--- config.mk ---
export PLATFORM = sky130hd
export DESIGN_NAME = tlbpt_ram
export DESIGN_NICKNAME = d
export VERILOG_FILES = /design/src/hw/rtl/tlbpt_ram.sv
export SDC_FILE = /design/constraint.sdc
export NUM_CORES = 2
export LEC_CHECK = 0
export BUFFER_PORTS_ARGS = -buffer_cell sky130_fd_sc_hd__buf_2
export CAP_MARGIN = 20
export CELL_PAD_IN_SITES_DETAIL_PLACEMENT = 1
export CELL_PAD_IN_SITES_GLOBAL_PLACEMENT = 1
export CORE_UTILIZATION = 60
export DETAILED_ROUTE_END_ITERATION = 16
export PLACE_DENSITY = 0.83
export REMOVE_ABC_BUFFERS = 1
export SYNTH_ARGS = -nofsm -noshare
export SYNTH_HDL_FRONTEND = slang
export SYNTH_SLANG_ARGS = --single-unit
--- constraint.sdc ---
create_clock -name clk -period 5.5 [get_ports clk]
set_clock_uncertainty 0.15 [all_clocks]
set_input_delay 0.275 -clock clk [delete_from_list [all_inputs] [get_ports clk]]
set_output_delay 0.275 -clock clk [all_outputs]
set_load 0.005 [all_outputs]
--- src/hw/rtl/tlbpt_ram.sv ---
// Generic simple dual-port RAM with registered read data.
module tlbpt_ram #(
  parameter int WIDTH = 8,
  parameter int DEPTH = 256
) (
  input  logic                     clk,
  input  logic                     wr_en,
  input  logic [$clog2(DEPTH)-1:0] wr_addr,
  input  logic [WIDTH-1:0]         wr_data,
  input  logic                     rd_en,
  input  logic [$clog2(DEPTH)-1:0] rd_addr,
  output logic [WIDTH-1:0]         rd_data
);

  logic [WIDTH-1:0] mem [DEPTH];

  // Write port
  always_ff @(posedge clk) begin
    if (wr_en) begin
      mem[wr_addr] <= wr_data;
    end
  end

  // Registered read port; data holds between reads
  always_ff @(posedge clk) begin
    if (rd_en) begin
      rd_data <= mem[rd_addr];
    end
  end

endmodule

# Yosys cells after proc, flatten, opt, wreduce, memory -nomap -nowiden

Memory sizes are Yosys's and may differ from the RTL's. A register that Yosys moved wholly into a read port is not among the register bits.
Index checks and enable logic that the tools add are counted.

RAM bits: 2,048
Logic and storage cells: 3
Memories: 1
Output and inout port bits: 8
Bits of input ports: 27
Bits in registers: 0

Muxes and demuxes: 2

Memory list:

| name | depth | bits a word | read ports | clocked after Yosys merged registers in | wr ports | RTL line | text |
|---|---|---|---|---|---|---|---|
| mem  | 256   | 8           | 1          | 1                                       | 1        | 15       | `logic [WIDTH-1:0] mem [DEPTH];` |

Operators with widths:

| operator         | count |
|---|---|
| 1-bit 2-to-1 mux | 2 |

# Depth between registers and ports, before layout

Depth after elaboration: 2
Depth in mapped cells: 11
Mapped depth without buffers: 6

# Worst setup path before layout

OpenSTA, ideal clock, no wires.

Path kind: input port to flip-flop
From: input port rd_addr[0]
To: register rd_data[2] (read register of mem), data pin
Arrival: 2.082 ns
Setup time: 0.269 ns
Required time: 5.081 ns
Stages on the path: 9
Path slack: 2.999 ns
Buffers on the path: 4
Path through: buf_6 buf_12 buf_8 buf_2 mux4_2 a22oi_1 a21oi_1 nor4_1 nor4_2

RTL lines:

| item               | RTL line | text |
|---|---|---|
| start: declaration | 11       | `input logic [$clog2(DEPTH)-1:0] rd_addr,` |
| end: declaration   | 12       | `output logic [WIDTH-1:0] rd_data` |

==> results by group <==
Synthesis
  – Mapped cell area: 79600 µm²
  – Sequential element share of the synthesized area: 0.775
  – Ys Warns: 0
  – Main area contributors after synthesis: edfxtp_1, mux4_2, mux2i_1, nor2_1, a22oi_1
  – Ys async rst share: 0
  – Mapped Cells: 3733
  – Synth top area share: 0.775
  – Yosys reg bits: 2056
  – Ys flop type: edfxtp_1
  – Average cell area after synthesis: 21.3 µm²
  – Leading area contributor after synthesis: edfxtp_1
  – Count of different cell masters after synthesis: 54
  – Number of synthesized flops with an enable pin: 2056

Hold path
  – Min-Delay Startpoint: wr_data[7]
  – Hold endpoint: mem[144][7]
  – Hold crit path type: input port to flip-flop
  – Hold Path Cell Cnt: 1

Critical path
  – Critical path launch point type: input port
  – Critical Path End Type: flip-flop
  – RR Startpoint: mem[82][6]
  – Worst endpoint data arrival time: 3.98 ns
  – Setup slack, reg-to-reg: 2.14 ns
  – CP Class: input port to flip-flop
  – Worst Setup SP: rd_addr[1]
  – Worst path required time: 5.88 ns
  – Reg2reg path depth: 6
  – RR Endpoint: rd_data[6]
  – Worst-path fanout max: 64

Layout
  – Layout fillers: 10200
  – Commonest non-fill, non-tap cell in the layout: edfxtp_1
  – Fin nets: 3861
  – Layout cells sized above 1: 0.222
  – Area of the multi-input gates: 16500 µm²
  – Most frequent cells in the layout: edfxtp_1, mux4_2, nor2_1
  – Area growth syn-to-layout: 10.5%
  – Register area: 61700 µm²

STA
  – Slew HR: 0.179
  – Final Max Slew Viols: 0
  – Min Tclk post-route: 3.60 ns
  – Final count of hold timing violations: 0
  – Tcrit/Tclk final: 0.655
  – # setup viols final: 0
  – Achievable frequency: 277 MHz
  – RSZ-0062 raised after global routing: false
  – Final worst slack: 1.90 ns
  – Hold slack final: 0.0462 ns
  – Setup_tns: 0 ns
  – Worst-Margin Slew: 1.23 ns

Die
  – # rows: 133
  – DIE AREA: 134000 µm²
  – Die W: 366 µm
  – Core footprint: 132000 µm²
  – Initial core utilization: 0.605
  – Top Ports: 35
  – Die height: 366 µm

Clocking
  – Clk sink count: 2056
  – Later-pin clock latency in the skew report: 0.85 ns
  – Post-CTS setup buffers: 0
  – CTS tree: built
  – H-tree depth: 4
  – Clk slew on worst S/H paths: 0.06 ns
  – Maximum clock insertion buffer count: 3
  – TritonCTS Buffers: 196
  – Clk root buf: clkbuf_16

Route
  – Post-route antenna net violation count: 0
  – Via-per-instance ratio: 7.33
  – DR iter-0 viols: 7088
  – First-pass iteration count of the detailed router: 6
  – Number of remaining DRC errors: 0
  – Vias after detailed routing: 42200
  – Post-Route WL: 235000 µm
  – WL/cell: 40.8 µm

Power and ir drop
  – Design Power: 32.5 mW
  – P_leak: 27.1 nW
  – Pwr/cell area: 369 nW/µm²
  – VDD IR max: 0.000263 V

Flow run
  – Max cap viols: 0

Placement
  – Routability congestion estimate: 0.880
  – Buffers on Ports: 34
  – DP Worst Slack: 1.33 ns
  – Dpl hpwl: 131000 µm

Global route
  – Vias in the first global route: 43500
  – Routing usage on met3: 0.0871
  – Busiest grt layer: met2
  – Pin count of the biggest net entering global routing: 195
  – Met1 global-route usage: 0.472
  – Grt met2 use: 0.556
  – Gr usage total: 0.354
  – First-pass GRT wire length: 332000 µm
  – Congestion Overflow GR: 0
  – Initial antenna violation count: 18

Run status
  – Status: completed
-- synthesized netlist by cell type (all sizes together), types with 5 or more instances --
cell type	instances
a2111oi	5
nand4	10
nor3	22
edfxtp	2056
o32ai	5
o211ai	10
o22a	5
mux2i	134
a21oi	96
and2	6
nand3	34
nor2b	31
a221oi	14
nor2	282
nand2	33
nor4	27
mux4	456
a211oi	16
a22oi	133
nand2b	8
o21ai	12
a22o	8
buf	122
o22ai	28
clkbuf	111
o221ai	47
-- report_power, final --
part / switching [mW] / internal, mW
Clock: 6.00 / 7.53
Combinational: 1.13 / 0.516
Sequential: 0.0280 / 17.3
Total: 7.16 / 25.3
-- worst max path at each step --
stage,endpoint,slack [ns]
after global placement,rd_data[0],0.94
after global routing,rd_data[2],2.05
after detailed placement,rd_data[1],1.33
after CTS,rd_data[2],2.03
after floorplan,rd_data[6],2.58
final,rd_data[6],1.90
-- per-stage QoR --
step	std cells	area, µm²	util
final	5758	88000	0.669
after global routing	5749	88000	0.668
after detailed placement	5380	81600	0.620
after CTS	5744	87900	0.668
after floorplan	3500	78200	-
after global placement	5377	81600	0.620
-- what timing repair did --
item | in CTS | in global routing
resized for setup | 0 | 0
setup endpoints to repair | 0 | 0
hold buffers | 7 | 0
hold endpoints to repair | 411 | 0
-- logic make-up (layout without fill, tap and decap cells) --
kind of cell / count (synthesis) / after routing / share of synthesized area
AO/OA/AOI/OAI: 385 / 385 / 0.0342
multiplexers: 591 / 591 / 0.146
other: 0 / 10 / 0
flip-flops: 2056 / 2056 / 0.775
AND/OR/NAND/NOR: 466 / 466 / 0.0263
buffers and inverters: 235 / 495 / 0.0183
-- state kept, by name (all words and copies together), names as in the netlist --
signal   count
rd_data      8
mem       2048
-- layer usage --
metal,routed length (µm),part of all wire,vias to the layer above
li1,-,-,15900
met1,80400,0.34,21900
met2,114000,0.48,3651
met3,28500,0.12,767
met4,12100,0.052,20
met5,174,0.00074,-
-- cell type report --
type,count,area share
Antenna cell,10,0.000284
Inverter,2,0.0000853
Tap cell,1755,0.0250
Clock buffer,229,0.0591
Sequential cell,2056,0.702
Timing Repair Buffer,136,0.0147
Multi-Input combinational cell,1442,0.187
Clock inverter,128,0.0119
-- worst max-delay path, cell delays in order --
cell      delay (ns)
buf_8           0.51
or2b_1          0.99
buf_4           0.32
o221ai_2        0.17
o22ai_1         0.33
o32ai_2         0.14
nor3_1          0.96
nor4_2          0.16
(Power assumes the default switching activity.)
