`src/hw/rtl/tlbpt_cell.sv`:
```
// One TLB entry: holds page tag and frame, compares against the lookup page,
// and passes its contents to the next cell when the chain shifts.
module tlbpt_cell #(
  parameter int PAGE_W = 8
) (
  input  logic              clk,
  input  logic              rst,
  input  logic              shift,
  input  logic              valid_in,
  input  logic [PAGE_W-1:0] tag_in,
  input  logic [PAGE_W-1:0] frame_in,
  input  logic [PAGE_W-1:0] lookup_page,
  output logic              valid_out,
  output logic [PAGE_W-1:0] tag_out,
  output logic [PAGE_W-1:0] frame_out,
  output logic              match,
  output logic [PAGE_W-1:0] match_frame
);

  logic              valid;
  logic [PAGE_W-1:0] tag;
  logic [PAGE_W-1:0] frame;

  // Valid bit, cleared on reset
  always_ff @(posedge clk) begin
    if (rst) begin
      valid <= 1'b0;
    end else if (shift) begin
      valid <= valid_in;
    end
  end

  // Tag and frame payload
  always_ff @(posedge clk) begin
    if (shift) begin
      tag   <= tag_in;
      frame <= frame_in;
    end
  end

  // Compare; frame is masked so the row can be OR-reduced
  assign match       = valid && (tag == lookup_page);
  assign match_frame = frame & {PAGE_W{match}};

  assign valid_out = valid;
  assign tag_out   = tag;
  assign frame_out = frame;

endmodule

```
`config.mk`:
```
export PLATFORM = sky130hd
export DESIGN_NAME = tlbpt_cell
export DESIGN_NICKNAME = d
export VERILOG_FILES = /design/src/hw/rtl/tlbpt_cell.sv
export SDC_FILE = /design/constraint.sdc
export NUM_CORES = 1
export LEC_CHECK = 0
export ABC_AREA = 1
export BUFFER_PORTS_ARGS = -buffer_cell sky130_fd_sc_hd__buf_4
export CORE_MARGIN = 2
export CORE_UTILIZATION = 40
export CTS_BUF_LIST = sky130_fd_sc_hd__clkbuf_16
export DETAILED_ROUTE_END_ITERATION = 16
export PLACE_DENSITY = 0.82
export SYNTH_ARGS = -nofsm -noshare
export SYNTH_HDL_FRONTEND = slang
export SYNTH_SLANG_ARGS = --single-unit
```
`constraint.sdc`:
```
create_clock -name clk -period 1.48 [get_ports clk]
set_input_delay 0.222 -clock clk [delete_from_list [all_inputs] [get_ports clk]]
set_output_delay 0.222 -clock clk [all_outputs]
set_load 0.005 [all_outputs]
```
## Yosys cells after proc, flatten, opt, wreduce, memory -nomap -nowiden

Index checks and enable logic that the tools add are counted.

- Register bits: 17
- Logic and storage cells: 6
- Bits of input ports: 28

- Bitwise gates (word level): 1
- Reductions and logical operators: 1
- Eq/ne operators: 1

Operators with widths:

| operator | count |
|---|---|
| AND 8 bit | 1 |
| equality test 8 bit | 1 |
| logical AND 1 bit | 1 |

## Longest topological paths before layout

- Depth after elaboration: 3
- Gate-level depth with buffers: 6

## Worst setup path after synthesis

Ideal clock, no wire load.

- Kind: flip-flop to output port
- Start: register tag[7] (netlist: tag_out[7])
- End: output port match_frame[0]
- Data required time: 1.258 ns
- Stages on the path, launching flop included: 4
- Arrival: 1.009 ns
- Slack: 0.249 ns
- Path buffers: 0
- Cell sequence: edfxtp_1 xnor2_1 nand3_4 nor3_2

- Cells in the longest elaborated chain, start to end: 3

RTL lines:

| what | RTL line | RTL |
|---|---|---|
| from (decl) | 21 | `logic [PAGE_W-1:0] tag;` |
| from (signal assigned) | 36 | `tag <= tag_in;` |
| equality test 8 bit | 42 | `assign match = valid && (tag == lookup_page);` |
| logical AND 1 bit | 42 |  |
| AND 8 bit | 43 | `assign match_frame = frame & {PAGE_W{match}};` |
| to (decl) | 17 | `output logic [PAGE_W-1:0] match_frame` |

Every way passes these cells.

## Worst setup path after layout

- Start: register tag[4] (netlist: tag_out[4])
- End: output port match_frame[0]

Same word-level chain as after synthesis.

==> run_results.csv <==
group,metric,value,unit
run_status,status,"complete, but fails checks",
run_status,violations,"setup timing",
synth,synth_area,805,µm²
power,powerDensity,984,nW/µm²
timing,fmax,0.613,GHz
placed_design,io_buffer_count,53,
timing,fin_skew,0,ns
worst_setup_path,critPathRequiredTime,1.26,ns
clock_tree,numCtsBuffers,3,
run,maxCapViolCount,0,
floorplanning,fp.dieArea,2390,µm²
synth,avgSynthCellArea,11.5,µm²
floorplanning,io_pins,54,
synth,syn_inst,70,
worst_setup_path,endpoint_kind,"primary output",
grt,antenna_found_initial,0,
timing,relSlewSlack,84.9,%
floorplanning,die_w,48.8,µm
floorplanning,initial_core_util,41.9,%
grt,grt_overflow,0,
synth,synth_top_area_share,59.7,%
timing,finalCritPeriodShare,110,%
final_layout,diodes,0,
final_layout,syn_to_final_growth,70.0,%
worst_setup_path,slowest_delay,0.43,ns
timing,rsz0062_at_grt,"yes",
grt,track_usage,17.2,%
synth,yosys_warnings,0,
clock_tree,clkLatencyLatePin,0.25,ns
floorplanning,row_count,16,
final_layout,final_nets,158,
final_layout,drive_above_1_share,58.1,%
clock_tree,cts_num_sinks,17,
clock_tree,root_buffer,"clkbuf_16",
final_layout,finalNonFillerCells,156,
synth,ys_seq_area_share,62.2,%
worst_hold_path,hold_start,"rst",
timing,period_needed,1.63,ns
floorplanning,core,1920,µm²
grt,grt_pass1_vias,673,
grt,grt_max_degree,18,
placed_design,place.gp.congestion,0.672,
clock_tree,clockBufferDepth,2,
timing,worst_slack,-0.151,ns
worst_setup_path,path_class,"reg -> out",
drt,drt_iter0_drc,14,
worst_setup_path,cp_data_arrival_time,1.41,ns
placed_design,place_inst,150,
timing,hold_viol_final,0,
floorplanning,fp.dieH,48.8,µm
final_layout,final_cell_mix,"buf_4, inv_1, edfxtp_1",
placed_design,hpwl,1340,µm
drt,postRouteAntennaNets,0,
clock_tree,postCtsHoldBufs,0,
worst_setup_path,r2r_start,"valid_out",
synth,synth_nets,98,
drt,drc,0,
drt,routed-via-count,698,
worst_setup_path,timing.critical_path.buf_inv,1,
worst_setup_path,crit_path_cell_trace,"xnor2_2, nand3_4, nor3_2, buf_4",
placed_design,dpl_cell_area,1240,µm²
clock_tree,cts_tree,"done",
final_layout,final_common_cell,"buf_4",
drt,drt_wl_total,1960,µm
synth,synth.distinct_cells,11,
worst_setup_path,critPathTopFamily,"flip-flops",
worst_setup_path,startpoint,"tag_out[4]",
synth,synth_largest_area_cell,"edfxtp_1",
timing,maxSlewViolCount,0,
final_layout,design_area,1370,µm²
timing,setup_viol,9,
drt,drt_pass1_iterations,4,
grt,grt_pass1_wl,3000,µm
timing,worst_pin_slew,0.227,ns
worst_setup_path,cp_slowest_cell,"edfxtp_1",
clock_tree,clkTransAtPathRegs,0.05,ns
worst_hold_path,hp-class,"in -> reg",
synth,yosys_register_bits,17,
power,leakagePower,0.000656,µW
clock_tree,htreeDepth,1,
power,vdd_drop_max,0.000890,V
drt,viasPerCell,4.47,
worst_setup_path,start_kind,"flop",
drt,wl_per_cell,12.6,µm
power,finalPower,1350,µW
synth,netlist_top_cells_area,"edfxtp_1, nor3_2, inv_1",
worst_setup_path,crit_fanout,9,
==> logic make-up (layout without fill, tap and decap cells) <==
family | Yosys count | in the layout | share of synthesized area (%)
buffers and inverters | 18 | 76 | 8.40
multiplexers | 1 | 1 | 1.24
AO/OA/AOI/OAI | 1 | 1 | 0.933
flip-flops | 17 | 17 | 62.2
AND/OR/NAND/NOR | 31 | 32 | 25.0
XOR/XNOR | 2 | 2 | 2.18
==> power breakdown <==
| group | total [µW] | switching (µW) | internal, µW |
|---|---|---|---|
| registers | 595 | 25.1 | 570 |
| clock network | 533 | 174 | 359 |
| logic | 218 | 96.6 | 121 |
| total | 1350 | 296 | 1050 |
==> per-stage QoR <==
stage	setup slack (ns)	hold slack [ns]	TNS, ns	util (%)
floorplan	0.249	0.294	0	-
global placement	0.0995	0.380	0	64.3
detailed placement	0.0813	0.386	0	64.3
CTS	-0.156	0.127	-1.29	70.8
global route	-0.229	0.140	-1.91	71.2
finish	-0.151	0.129	-1.20	71.2
==> routing by layer <==
layer  GRT usage [%]  part of all wire [%]  vias up
li1                -                     -      340
met1            20.2                    39      314
met2            27.6                    50       40
met5               0                     0        -
met4            10.0                   1.9        0
met3            5.52                   9.3        4
==> sequential cells by signal (all words and copies together) (netlist names) <==
register / flops
frame_out: 8
tag_out: 8
valid_out: 1
==> final cells by class <==
class,instances,area [µm²]
multi-input cells,36,282
inverters,18,67.6
repair buffers,54,405
well taps,27,33.8
clock buffers,3,75.1
clock inverters,1,3.75
flip-flops and latches,17,500
fillers,149,554
==> what timing repair did <==
action | in CTS | in global routing
endpoints found under the hold margin | 0 | 0
setup endpoints to repair | 9 | 9
resized for setup | 7 | 0
buffers inserted | 0 | 1
pin swaps | 1 | 4
cloned | 1 | 0
==> final timing paths <==
| path | slack (ns) | to | depth (start not counted) |
|---|---|---|---|
| max | -0.15 | match_frame[0] | 4 |
| min | 0.13 | valid_out | 2 |
| max reg2reg | 0.87 | valid_out | 2 |
| min reg2reg | 0.54 | valid_out | 2 |
==> cells in the mapped netlist <==
master    instances
inv_1            18
edfxtp_1         16
nand2_1          15
nor3_2            8
nor2_1            3
nor2_2            3
nand3_4           2
xnor2_1           2
dfxtp_1           1
mux2i_1           1
o21a_1            1
No activity file was read; power rests on OpenSTA's default activity.
